$ cat src/design/sha224_pkg.sv
// sha224 package: shared types, initial hash values and round constants
// no dependencies

package sha224_pkg;

   typedef struct packed {
      logic [7:0] data_byte;
      logic       has_byte;
      logic       last;
   } item_type;

   localparam int QueueDepth = 4;

   localparam logic [31:0] InitH [8] = '{
      32'hc1059ed8, 32'h367cd507, 32'h3070dd17, 32'hf70e5939,
      32'hffc00b31, 32'h68581511, 32'h64f98fa7, 32'hbefa4fa4
   };

   function automatic logic [31:0] round_k(input logic [5:0] r);
      logic [31:0] k;
      case (r)
         6'd0: k = 32'h428a2f98;  6'd1: k = 32'h71374491;
         6'd2: k = 32'hb5c0fbcf;  6'd3: k = 32'he9b5dba5;
         6'd4: k = 32'h3956c25b;  6'd5: k = 32'h59f111f1;
         6'd6: k = 32'h923f82a4;  6'd7: k = 32'hab1c5ed5;
         6'd8: k = 32'hd807aa98;  6'd9: k = 32'h12835b01;
         6'd10: k = 32'h243185be; 6'd11: k = 32'h550c7dc3;
         6'd12: k = 32'h72be5d74; 6'd13: k = 32'h80deb1fe;
         6'd14: k = 32'h9bdc06a7; 6'd15: k = 32'hc19bf174;
         6'd16: k = 32'he49b69c1; 6'd17: k = 32'hefbe4786;
         6'd18: k = 32'h0fc19dc6; 6'd19: k = 32'h240ca1cc;
         6'd20: k = 32'h2de92c6f; 6'd21: k = 32'h4a7484aa;
         6'd22: k = 32'h5cb0a9dc; 6'd23: k = 32'h76f988da;
         6'd24: k = 32'h983e5152; 6'd25: k = 32'ha831c66d;
         6'd26: k = 32'hb00327c8; 6'd27: k = 32'hbf597fc7;
         6'd28: k = 32'hc6e00bf3; 6'd29: k = 32'hd5a79147;
         6'd30: k = 32'h06ca6351; 6'd31: k = 32'h14292967;
         6'd32: k = 32'h27b70a85; 6'd33: k = 32'h2e1b2138;
         6'd34: k = 32'h4d2c6dfc; 6'd35: k = 32'h53380d13;
         6'd36: k = 32'h650a7354; 6'd37: k = 32'h766a0abb;
         6'd38: k = 32'h81c2c92e; 6'd39: k = 32'h92722c85;
         6'd40: k = 32'ha2bfe8a1; 6'd41: k = 32'ha81a664b;
         6'd42: k = 32'hc24b8b70; 6'd43: k = 32'hc76c51a3;
         6'd44: k = 32'hd192e819; 6'd45: k = 32'hd6990624;
         6'd46: k = 32'hf40e3585; 6'd47: k = 32'h106aa070;
         6'd48: k = 32'h19a4c116; 6'd49: k = 32'h1e376c08;
         6'd50: k = 32'h2748774c; 6'd51: k = 32'h34b0bcb5;
         6'd52: k = 32'h391c0cb3; 6'd53: k = 32'h4ed8aa4a;
         6'd54: k = 32'h5b9cca4f; 6'd55: k = 32'h682e6ff3;
         6'd56: k = 32'h748f82ee; 6'd57: k = 32'h78a5636f;
         6'd58: k = 32'h84c87814; 6'd59: k = 32'h8cc70208;
         6'd60: k = 32'h90befffa; 6'd61: k = 32'ha4506ceb;
         6'd62: k = 32'hbef9a3f7; 6'd63: k = 32'hc67178f2;
         default: k = 32'h0;
      endcase
      return k;
   endfunction

endpackage

$ cat src/design/sha224_queue.sv
// sha224 item queue between front and back
// depends on sha224_pkg

module sha224_queue (
   input  logic                clock,
   input  logic                reset,
   input  logic                req_valid,
   output logic                req_ready,
   input  logic [7:0]          req_data_byte,
   input  logic                req_has_byte,
   input  logic                req_last,
   output logic                q_valid,
   input  logic                q_ready,
   output sha224_pkg::item_type q_item
);
   import sha224_pkg::*;

   localparam int AW = $clog2(QueueDepth);

   item_type          mem_ff [QueueDepth];
   logic [AW-1:0]     wr_ff, wr_in, rd_ff, rd_in;
   logic [AW:0]       cnt_ff, cnt_in;
   logic              push, pop;

   assign req_ready = (cnt_ff != (AW+1)'(QueueDepth));
   assign q_valid   = (cnt_ff != '0);
   assign q_item    = mem_ff[rd_ff];
   assign push = req_valid && req_ready;
   assign pop  = q_valid && q_ready;

   always_comb begin
      wr_in  = push ? wr_ff + 1'b1 : wr_ff;
      rd_in  = pop ? rd_ff + 1'b1 : rd_ff;
      cnt_in = cnt_ff + (AW+1)'(push) - (AW+1)'(pop);
   end

   always_ff @(posedge clock) begin
      if (reset) begin
         wr_ff  <= '0;
         rd_ff  <= '0;
         cnt_ff <= '0;
      end else begin
         wr_ff  <= wr_in;
         rd_ff  <= rd_in;
         cnt_ff <= cnt_in;
      end
   end

   always_ff @(posedge clock) begin
      if (push) begin
         mem_ff[wr_ff] <= '{data_byte: req_data_byte, has_byte: req_has_byte, last: req_last};
      end
   end

endmodule

$ cat src/design/sha224_core.sv
// sha224 back end: block buffer, padding, one round per cycle, digest output
// depends on sha224_pkg

module sha224_core (
   input  logic                 clock,
   input  logic                 reset,
   input  logic                 q_valid,
   output logic                 q_ready,
   input  sha224_pkg::item_type q_item,
   output logic                 rsp_valid,
   input  logic                 rsp_ready,
   output logic [31:0]          rsp_digest_word,
   output logic [2:0]           rsp_word_index,
   output logic                 rsp_last_word
);
   import sha224_pkg::*;

   typedef enum logic [5:0] {
      S_IDLE  = 6'b000001,
      S_LOAD  = 6'b000010,
      S_ROUND = 6'b000100,
      S_FOLD  = 6'b001000,
      S_PAD   = 6'b010000,
      S_OUT   = 6'b100000
   } state_type;

   state_type    state_ff, state_in;
   logic [31:0]  blk_ff [16];
   logic [5:0]   fill_ff;
   logic [63:0]  bits_ff;
   logic [31:0]  h_ff [8];
   logic [31:0]  v_ff [8];
   logic [31:0]  w_ff [16];
   logic [6:0]   rnd_ff;
   logic [5:0]   pad_ff;
   logic         final_ff;
   logic         second_ff;
   logic         len_done_ff;
   logic [2:0]   oidx_ff;

   logic [5:0]  r;
   logic [31:0] wv, w15, w2, s0, s1, t1, t2;
   logic [31:0] a, b, c, d, e, f, g, h;

   assign r = rnd_ff[5:0];
   assign {a, b, c, d} = {v_ff[0], v_ff[1], v_ff[2], v_ff[3]};
   assign {e, f, g, h} = {v_ff[4], v_ff[5], v_ff[6], v_ff[7]};

   always_comb begin
      w15 = w_ff[4'(r - 6'd15)];
      w2  = w_ff[4'(r - 6'd2)];
      s0  = {w15[6:0], w15[31:7]} ^ {w15[17:0], w15[31:18]} ^ (w15 >> 3);
      s1  = {w2[16:0], w2[31:17]} ^ {w2[18:0], w2[31:19]} ^ (w2 >> 10);
      if (rnd_ff < 7'd16) begin
         wv = blk_ff[r[3:0]];
      end else begin
         wv = w_ff[4'(r - 6'd16)] + s0 + w_ff[4'(r - 6'd7)] + s1;
      end
      t1 = h + ({e[5:0], e[31:6]} ^ {e[10:0], e[31:11]} ^ {e[24:0], e[31:25]})
           + ((e & f) ^ (~e & g)) + round_k(r) + wv;
      t2 = ({a[1:0], a[31:2]} ^ {a[12:0], a[31:13]} ^ {a[21:0], a[31:22]})
           + ((a & b) ^ (a & c) ^ (b & c));
   end

   assign q_ready         = (state_ff == S_IDLE);
   assign rsp_valid       = (state_ff == S_OUT);
   assign rsp_digest_word = h_ff[oidx_ff];
   assign rsp_word_index  = oidx_ff;
   assign rsp_last_word   = (oidx_ff == 3'd6);

   always_comb begin
      state_in = state_ff;
      case (state_ff)
         S_IDLE: begin
            if (q_valid) begin
               if (q_item.has_byte && fill_ff == 6'd63) state_in = S_LOAD;
               else if (q_item.last) state_in = S_PAD;
            end
         end
         S_LOAD:  state_in = S_ROUND;
         S_ROUND: if (rnd_ff == 7'd63) state_in = S_FOLD;
         S_FOLD: begin
            if (!final_ff) state_in = S_IDLE;
            else if (len_done_ff) state_in = S_OUT;
            else state_in = S_PAD;
         end
         S_PAD:   if (pad_ff == 6'd63) state_in = S_LOAD;
         S_OUT:   if (rsp_ready && oidx_ff == 3'd6) state_in = S_IDLE;
         default: state_in = S_IDLE;
      endcase
   end

   always_ff @(posedge clock) begin
      if (reset) begin
         state_ff    <= S_IDLE;
         fill_ff     <= '0;
         bits_ff     <= '0;
         rnd_ff      <= '0;
         pad_ff      <= '0;
         final_ff    <= 1'b0;
         second_ff   <= 1'b0;
         len_done_ff <= 1'b0;
         oidx_ff     <= '0;
         for (int i = 0; i < 8; i++) h_ff[i] <= InitH[i];
         for (int i = 0; i < 8; i++) v_ff[i] <= '0;
      end else begin
         state_ff <= state_in;
         case (state_ff)
            S_IDLE: begin
               if (q_valid) begin
                  final_ff    <= q_item.last;
                  second_ff   <= 1'b0;
                  len_done_ff <= 1'b0;
                  if (q_item.has_byte) begin
                     fill_ff <= fill_ff + 1'b1;
                     bits_ff <= bits_ff + 64'd8;
                  end
                  pad_ff <= q_item.has_byte ? fill_ff + 1'b1 : fill_ff;
               end
            end
            S_LOAD: begin
               for (int i = 0; i < 8; i++) v_ff[i] <= h_ff[i];
               rnd_ff <= '0;
            end
            S_ROUND: begin
               v_ff[7] <= g; v_ff[6] <= f; v_ff[5] <= e; v_ff[4] <= d + t1;
               v_ff[3] <= c; v_ff[2] <= b; v_ff[1] <= a; v_ff[0] <= t1 + t2;
               rnd_ff  <= (rnd_ff == 7'd63) ? '0 : rnd_ff + 1'b1;
            end
            S_FOLD: begin
               for (int i = 0; i < 8; i++) h_ff[i] <= h_ff[i] + v_ff[i];
               oidx_ff <= '0;
            end
            S_PAD: begin
               pad_ff <= pad_ff + 1'b1;
               if (pad_ff == 6'd63) begin
                  // a marker past byte 55 leaves no room for the length: pad again from 0
                  if (fill_ff < 6'd56 || second_ff) len_done_ff <= 1'b1;
                  else second_ff <= 1'b1;
               end
            end
            S_OUT: begin
               if (rsp_ready) begin
                  oidx_ff <= (oidx_ff == 3'd6) ? '0 : oidx_ff + 1'b1;
                  if (oidx_ff == 3'd6) begin
                     for (int i = 0; i < 8; i++) h_ff[i] <= InitH[i];
                     fill_ff  <= '0;
                     bits_ff  <= '0;
                     final_ff <= 1'b0;
                  end
               end
            end
            default: ;
         endcase
      end
   end

   // padding: marker written at fill position, later bytes zero or length
   logic        pad_mark;
   logic        marked_ff;

   always_ff @(posedge clock) begin
      if (reset) begin
         marked_ff <= 1'b0;
      end else if (state_ff == S_IDLE && q_valid) begin
         marked_ff <= 1'b0;
      end else if (state_ff == S_PAD) begin
         marked_ff <= 1'b1;
      end
   end
   assign pad_mark = !marked_ff;

   // block buffer as big-endian words and schedule window
   always_ff @(posedge clock) begin
      if (state_ff == S_IDLE && q_valid && q_item.has_byte) begin
         blk_ff[fill_ff[5:2]][{~fill_ff[1:0], 3'd0} +: 8] <= q_item.data_byte;
      end else if (state_ff == S_PAD) begin
         if (pad_mark) begin
            blk_ff[pad_ff[5:2]][{~pad_ff[1:0], 3'd0} +: 8] <= 8'h80;
         end else if (pad_ff >= 6'd56 && fill_ff < 6'd56 || pad_ff >= 6'd56 && second_ff) begin
            blk_ff[pad_ff[5:2]][{~pad_ff[1:0], 3'd0} +: 8] <=
               bits_ff[6'd63 - {pad_ff[2:0], 3'd0} -: 8];
         end else begin
            blk_ff[pad_ff[5:2]][{~pad_ff[1:0], 3'd0} +: 8] <= 8'h00;
         end
      end
      if (state_ff == S_ROUND) begin
         w_ff[r[3:0]] <= wv;
      end
   end

endmodule

$ cat src/design/sha224_stream_hasher_top.sv
// sha224 stream hasher: one byte per item in, seven digest words out
// items go via the queue into the block buffer; a full block runs load, round and fold
// throughput: one byte item per cycle while core is not hashing, padding or sending
// last item: pad and hash, then one digest word per cycle while rsp_ready is high
// reset clears control state and loads the initial hash values
// depends on sha224_pkg, sha224_queue, sha224_core

module sha224_stream_hasher_top (
   input  logic        clock,
   input  logic        reset,
   input  logic        req_valid,
   output logic        req_ready,
   input  logic [7:0]  req_data_byte,
   input  logic        req_has_byte,
   input  logic        req_last,
   output logic        rsp_valid,
   input  logic        rsp_ready,
   output logic [31:0] rsp_digest_word,
   output logic [2:0]  rsp_word_index,
   output logic        rsp_last_word
);
   import sha224_pkg::*;

   logic     q_valid, q_ready;
   item_type q_item;

   sha224_queue u_queue (
      .clock, .reset, .req_valid, .req_ready, .req_data_byte, .req_has_byte,
      .req_last, .q_valid, .q_ready, .q_item
   );

   sha224_core u_core (
      .clock, .reset, .q_valid, .q_ready, .q_item, .rsp_valid, .rsp_ready,
      .rsp_digest_word, .rsp_word_index, .rsp_last_word
   );

   a_last_idx: assert property (@(posedge clock) disable iff (reset)
      rsp_valid |-> (rsp_last_word == (rsp_word_index == 3'd6)))
      else $error("last_word mismatch");

   a_hold: assert property (@(posedge clock) disable iff (reset)
      rsp_valid && !rsp_ready |=> rsp_valid && $stable(rsp_word_index))
      else $error("result dropped");

endmodule

$ cat config.mk
export PLATFORM = sky130hd
export DESIGN_NAME = sha224_stream_hasher_top
export DESIGN_NICKNAME = d
export VERILOG_FILES = /design/src/design/sha224_pkg.sv /design/src/design/sha224_queue.sv /design/src/design/sha224_core.sv /design/src/design/sha224_stream_hasher_top.sv
export SDC_FILE = /design/constraint.sdc
export NUM_CORES = 2
export LEC_CHECK = 0
export BUFFER_PORTS_ARGS = -buffer_cell sky130_fd_sc_hd__buf_2
export CAP_MARGIN = 20
export CELL_PAD_IN_SITES_DETAIL_PLACEMENT = 0
export CELL_PAD_IN_SITES_GLOBAL_PLACEMENT = 1
export CORE_ASPECT_RATIO = 1.4
export CORE_MARGIN = 5
export CORE_UTILIZATION = 49
export DETAILED_ROUTE_END_ITERATION = 6
export HOLD_SLACK_MARGIN = 0.06
export PLACE_DENSITY = 0.84
export SETUP_SLACK_MARGIN = 0.3
export SKIP_CTS_REPAIR_TIMING = 1
export SLEW_MARGIN = 25
export SYNTH_ARGS = -nofsm -noshare
export SYNTH_HDL_FRONTEND = slang
export SYNTH_HIERARCHICAL = 1
export SYNTH_SLANG_ARGS = --single-unit
export TNS_END_PERCENT = 10
$ cat constraint.sdc
create_clock -name clock -period 15.3 [get_ports clock]
set_input_delay 1.53 -clock clock [delete_from_list [all_inputs] [get_ports clock]]
set_output_delay 1.53 -clock clock [all_outputs]
set_load 0.02 [all_outputs]
# Word-level counts from Yosys, hierarchy flattened
# Memory sizes are Yosys's and may differ from the RTL's. A register that Yosys moved wholly into a read port is not among the register bits.
# Index checks and enable logic that the tools add are counted.
dict set report op_classes {
  n_shift 7
  n_eq_ne 21
  reduce_logical 23
  mux 179
  n_lt_le_gt_ge 3
  addsub 34
  bitwise 115
}
# operator count
set ops {}
lappend ops {{32-bit 2-to-1 mux} 39}
lappend ops {{32-bit adder} 18}
lappend ops {{32-bit bitwise XOR} 9}
lappend ops {{64-bit 2-to-1 mux} 4}
lappend ops {{32-bit AND} 5}
lappend ops {{64-bit case mux with 2 select lines} 1}
lappend ops {{1-bit 2-to-1 mux} 103}
lappend ops {{1-bit OR} 96}
lappend ops {{6-bit 2-to-1 mux} 14}
lappend ops {{71-bit by 7-bit indexed part select with 8-bit output} 1}
lappend ops {{64-bit by 4-bit adder with 64-bit output (second input constant)} 1}
lappend ops {{8-bit by 7-bit variable shift with 32-bit output (first input constant)} 2}
lappend ops {{8-bit by 7-bit indexed part select with 32-bit output} 2}
lappend ops {{8-bit by 7-bit indexed part select with 32-bit output (first input constant)} 2}
lappend ops {{6-bit case mux with 6 select lines} 1}
lappend ops {{32-bit NOT} 1}
lappend ops {{32-bit OR reduction} 1}
lappend ops {{32-bit by 22-bit bitwise XOR with 32-bit output} 1}
lappend ops {{32-bit by 29-bit bitwise XOR with 32-bit output} 1}
lappend ops {{6-bit case mux with 2 select lines} 2}
lappend ops {{6-bit equality test (second input constant)} 3}
lappend ops {{2-bit by 1-bit != test with 1-bit output (second input constant)} 8}
lappend ops {{5-bit negator with 7-bit output} 2}
lappend ops {{7-bit case mux with 2 select lines} 1}
lappend ops {{other kinds (39)} 64}
dict set report totals {
  mem_bits_ro 2048
  wordCells 401
  input_bits 14
  register_bits 103
  memories 6
  ramBits 1576
  output_inout_bits 38
}
# memory depth width rd rd_clocked_by_memory_dff write_ports line_no
set mem_list {}
lappend mem_list {{(no name shown)} 64 32 1 1 0 sha224_pkg.sv:21} ;# case (r)
lappend mem_list {u_core.blk_ff 16 32 1 1 1 sha224_core.sv:28} ;# logic [31:0] blk_ff [16];
lappend mem_list {u_core.w_ff 16 32 4 0 1 sha224_core.sv:33} ;# logic [31:0] w_ff [16];
lappend mem_list {u_core.h_ff 8 32 9 1 8 sha224_core.sv:31} ;# logic [31:0] h_ff [8];
lappend mem_list {u_core.v_ff 8 32 8 0 8 sha224_core.sv:32} ;# logic [31:0] v_ff [8];
lappend mem_list {u_queue.mem_ff 4 10 1 1 1 sha224_queue.sv:20} ;# item_type mem_ff [QueueDepth];

# Longest topological paths before layout
dict set report depth {
  word_depth 12
  ltp_mapped 60
  ltp_nobuf 52
}

# Modules after synthesis
# Netlist, hierarchy kept.
# module n_inst seq_area_each_um2 cells_each area_per_inst_um2
set modules_own_cells {}
lappend modules_own_cells {sha224_core 1 46844.9 8173 102489.5}
lappend modules_own_cells {sha224_queue 1 1381.3 101 1933.1}

# Worst setup path before layout
# OpenSTA, ideal clock, no wires.
dict set report synth_timing {
  path_kind {reg2reg}
  startpoint {register u_core.rnd_ff[0]}
  endpoint {memory u_core.v_ff[0][31] (data pin)}
  arrival_time_ns 14.585
  synth_period_minus_slack_ns 14.849
  setup_slack_ns 0.451
  required_time_ns 15.036
  n_path_buf 10
  path_stages_with_launch 60
  setup_ns 0.264
  path_cell_list {dfxtp_1 > buf_6 > buf_8 > buf_6 > clkbuf_1 > buf_1 > clkbuf_1 > inv_1 > ha_1 > buf_2 > buf_2 > clkbuf_1 > clkbuf_1 > mux4_2 > mux4_2 > xnor2_1 > xnor2_1 > fa_1 > (+24 left out) > o21a_1 > nor3_1 > xor2_1 > inv_1 > fa_1 > inv_1 > ha_1 > a2111oi_0 > o21ai_0 > nand3_1 > a2bb2oi_1 > and3b_1 > a21oi_1 > a211o_1 > a21oi_1 > xnor2_1 > xnor2_1 > o21ai_1}
}
# item line_no
set synth_rtl {}
lappend synth_rtl {{start: declaration} sha224_core.sv:34} ;# logic [6:0] rnd_ff;
lappend synth_rtl {{start signal: assignment} sha224_core.sv:128} ;# rnd_ff <= (rnd_ff == 7'd63) ? '0 : rnd_ff + 1'b1;
lappend synth_rtl {{end: declaration} sha224_core.sv:32}

==> metrics.md <==
| Metric | Value |
|---|---|
| Clock skew | 108.5 ps |
| Drt via density | about 6.6 |
| Cell Area, Synth | 104400 sq um |
| Clk_lat worst skew | 880 ps |
| Syn_nets | 8895 |
| Pwr/cell area | between 100 and 150 nW/um^2 |
| Vias | 73.73k |
| Yosys top cell area share | 0.3980 |
| #FFs+latches synth | 1717 |
| Clock buffer depth | 4 |
| Number of antenna violations at the first check in global routing | 11 |
| GRT Total Usage | 0.2957 |
| FMAX | 69.90 MHz |
| Total CTS buffers | 177 |
| Final nets | 8832 |
| DRT Wirelength | 335300 um |
| First-pass GRT wire length | just under 500000 um |
| Core area | 212200 sq um |
| Least-Margin Pin Slew | 1151 ps |
| I/O pin cnt | 52 |
| FP Rows | 200 |
| Async SR Flop Fraction | 0 |
| Area Growth Syn to Fin | 9.103% |
| Commonest register cell after synthesis | edfxtp_1 |
| Worst Hold Launch | u_core/h_ff[6][31] |
| Status | completed |
| CP Data Required Time | 15800 ps |
| Critical path's most frequent cell | inv_1 |
| Synth warn | 6 |
| Post-route cell area | 113900 sq um |
| Sequential share of the synthesized area | 0.4618 |
| Non-Filler Instances | approximately 11k |
| CTS tree | yes |
| Placed insts | 10.86k |
| Initial core utilization | 0.4921 |
| Slew HR | 0.2296 |
| Period utilization | 0.9351 |
| Synth unique cells | 95 |
| Remaining DRCs | 0 |
| Routability congestion estimate | 0.9716 |
| Setup crit end kind | flop |
| Worst Hold Class | reg2reg |
| Pre-Repair DR Iteration Count | 6 |
| CP Max Fanout | 59 |
| Syn avg cell area | 12.62 sq um |
| Reg2reg end | u_core/v_ff[0][31] |
| Max H-tree Level | 4 |
| CP arrival | about 15000 ps |
| Largest vdd supply drop | ~0.12 mV |
| Most common cell after layout, fill and taps aside | edfxtp_1 |
| Final core occ | 0.5369 |
| DR iter-0 viols | 8116 |
| Vias in the first global route | 74.13k |
| Crit-path max cell delay | 850 ps |
| Worst Hold Endpoint | u_core/h_ff[6][31] |
| Most frequent cells in the layout | edfxtp_1, mux4_2, nand2_1 |
| Reg2Reg Depth | between 50 and 60 |
| Reg-to-reg startpoint | u_core/rnd_ff[0] |
| PortBufs | between 50 and 60 |
| Post-DRT Antenna Nets | 0 |
| Post-Syn Instances | 8274 |
| CP max stage cell | ha_4 |
| Ranking of synthesized cells by area | edfxtp_1, mux4_2, dfxtp_1 |
| Synth area leader | edfxtp_1 |
| Placed Area | 108200 sq um |
| Max-slew violation count | 0 |
| Leak | 40.04 nW |
| Horiz. Die Dim | roughly 400 um |
| Setup_tns | 0 ps |
| Routed len/inst | 29.97 um |
| Setup Viol. Count Final | 0 |
| Congestion Overflow GR | 0 |
| Number of synthesized flops with an enable pin | 1384 |
| Final hold vios | 0 |
| Die height | 556.2 um |
| RSZ-0062 raised after global routing | no |
| Hold Path Depth | 1 |
| Type of the worst setup path | reg2reg |
| Root buf cell | clkbuf_16 |
| Critical Path Source Type | flop |
| Worst-path clk slew | 60 ps |
| # clock sinks | 1717 |
| Total of max-cap violations | 0 |
| Worst reg-to-reg setup slack | 990 ps |
| Layout cells sized above 1 | 0.1726 |
| Final Power | 0.01378 W |
| Die area | ~220000 sq um |
| Largest net degree at the start of global routing | 122 |
| DPL Wire Length | 236800 um |
| Final Critical Period | 14310 ps |
[metal layers]
| metal | track usage | routed length [um] |
|---|---|---|
| met1 | 0.3396 | 114400 |
| met2 | 0.5202 | 170200 |
| met3 | 0.04137 | 24650 |
| met4 | 0.1829 | 25960 |
| met5 | 0 | 0 |
[synthesized netlist by cell type, types with 16 or more instances]
cell type	instances
or2_2	29
mux2i_1	93
nand2b_1	77
xor2_1	204
a21oi_1	456
o22ai_1	16
inv_1	438
xnor2_1	379
nor2b_1	41
fa_1	196
o21a_1	67
a211oi_1	126
mux4_2	750
and3_1	56
o31ai_1	39
nor3b_1	22
nand3_1	111
or3_1	52
clkbuf_1	363
o21ai_0	379
a31oi_1	49
nand4_1	35
buf_1	94
ha_1	411
nor2_1	533
dfxtp_1	333
edfxtp_1	1384
o311ai_0	17
o21bai_1	48
mux2_2	61
o211ai_1	75
nor3_1	108
and2_1	31
nand2_1	570
a21o_1	209
a22o_1	142
[where the power goes]
part	switching [W]	internal (W)	total, W
Combinational	0.00255	0.00157	0.00412
Clock	0.00190	0.00240	0.00430
Sequential	0.0000891	0.00526	0.00535
[cell families after synthesis]
logic type	count (synthesis)	share of synthesized area
AO/OA/AOI/OAI	1795	0.1125
buffers and inverters	914	0.03335
multiplexers	911	0.1789
adder cells (fa/ha/maj)	612	0.08730
AND/OR/NAND/NOR	1738	0.07659
XOR/XNOR	587	0.04958
flip-flops	1717	0.4618
[metrics by stage]
step | hold WS (ps) | worst slack, ps
CTS | 489.4 | 1135
detailed placement | 467.8 | 1245
floorplan | 446.1 | 451.5
finish | 492.7 | 993.5
global placement | 463.7 | 1135
global route | 509.1 | 345.1
[critical path: cells and delay by family (launching register included)]
kind | cells | cell delay (ps)
flip-flops | 1 | 780
XOR/XNOR | 6 | 920
adder cells (fa/ha/maj) | 10 | 4810
buffers and inverters | 9 | 1110
multiplexers | 2 | 960
AND/OR/NAND/NOR | 6 | 860
AO/OA/AOI/OAI | 19 | 4340
[layout make-up]
| class | instances | area [sq um] |
|---|---|---|
| Fill cell | 17640 | 98280 |
| Multi-Input combinational cell | 5643 | 53080 |
| Sequential cell | 1717 | 48260 |
| Clock buffer | 220 | 4767 |
| Tap cell | 2828 | 3538 |
| Timing Repair Buffer | 231 | 1734 |
| Inverter | 441 | 1663 |
| Clock inverter | 99 | 869.6 |
| Antenna cell | 7 | 17.52 |
[sequential cells by signal, summed over array words and instances (netlist names), 2 cells and up, named ones only]
register               cells
u_core/fill_ff             6
u_queue/wr_ff              2
u_core/v_ff              256
u_core/rsp_word_index      3
u_core/rnd_ff              7
u_core/bits_ff            61
u_queue/cnt_ff             3
u_queue/mem_ff            40
u_core/h_ff              256
u_core/w_ff              512
u_core/state_ff            6
u_core/blk_ff            512
u_core/pad_ff              6
u_queue/rd_ff              2
[worst max-delay path by stage]
stage                      from                  to  slack (ps)  cells past startpoint
5_1_grt        u_core/rnd_ff[0]  u_core/v_ff[0][31]         350                     52
6_report       u_core/rnd_ff[0]  u_core/v_ff[0][31]         990                     52
3_5_place_dp   u_core/rnd_ff[0]  u_core/v_ff[0][31]        1250                     52
3_3_place_gp   u_core/rnd_ff[0]  u_core/v_ff[0][31]        1140                     51
4_1_cts        u_core/rnd_ff[0]  u_core/v_ff[0][31]        1130                     52
2_1_floorplan  u_core/rnd_ff[0]  u_core/v_ff[0][31]         450                     59
(Power assumes the default switching activity.)
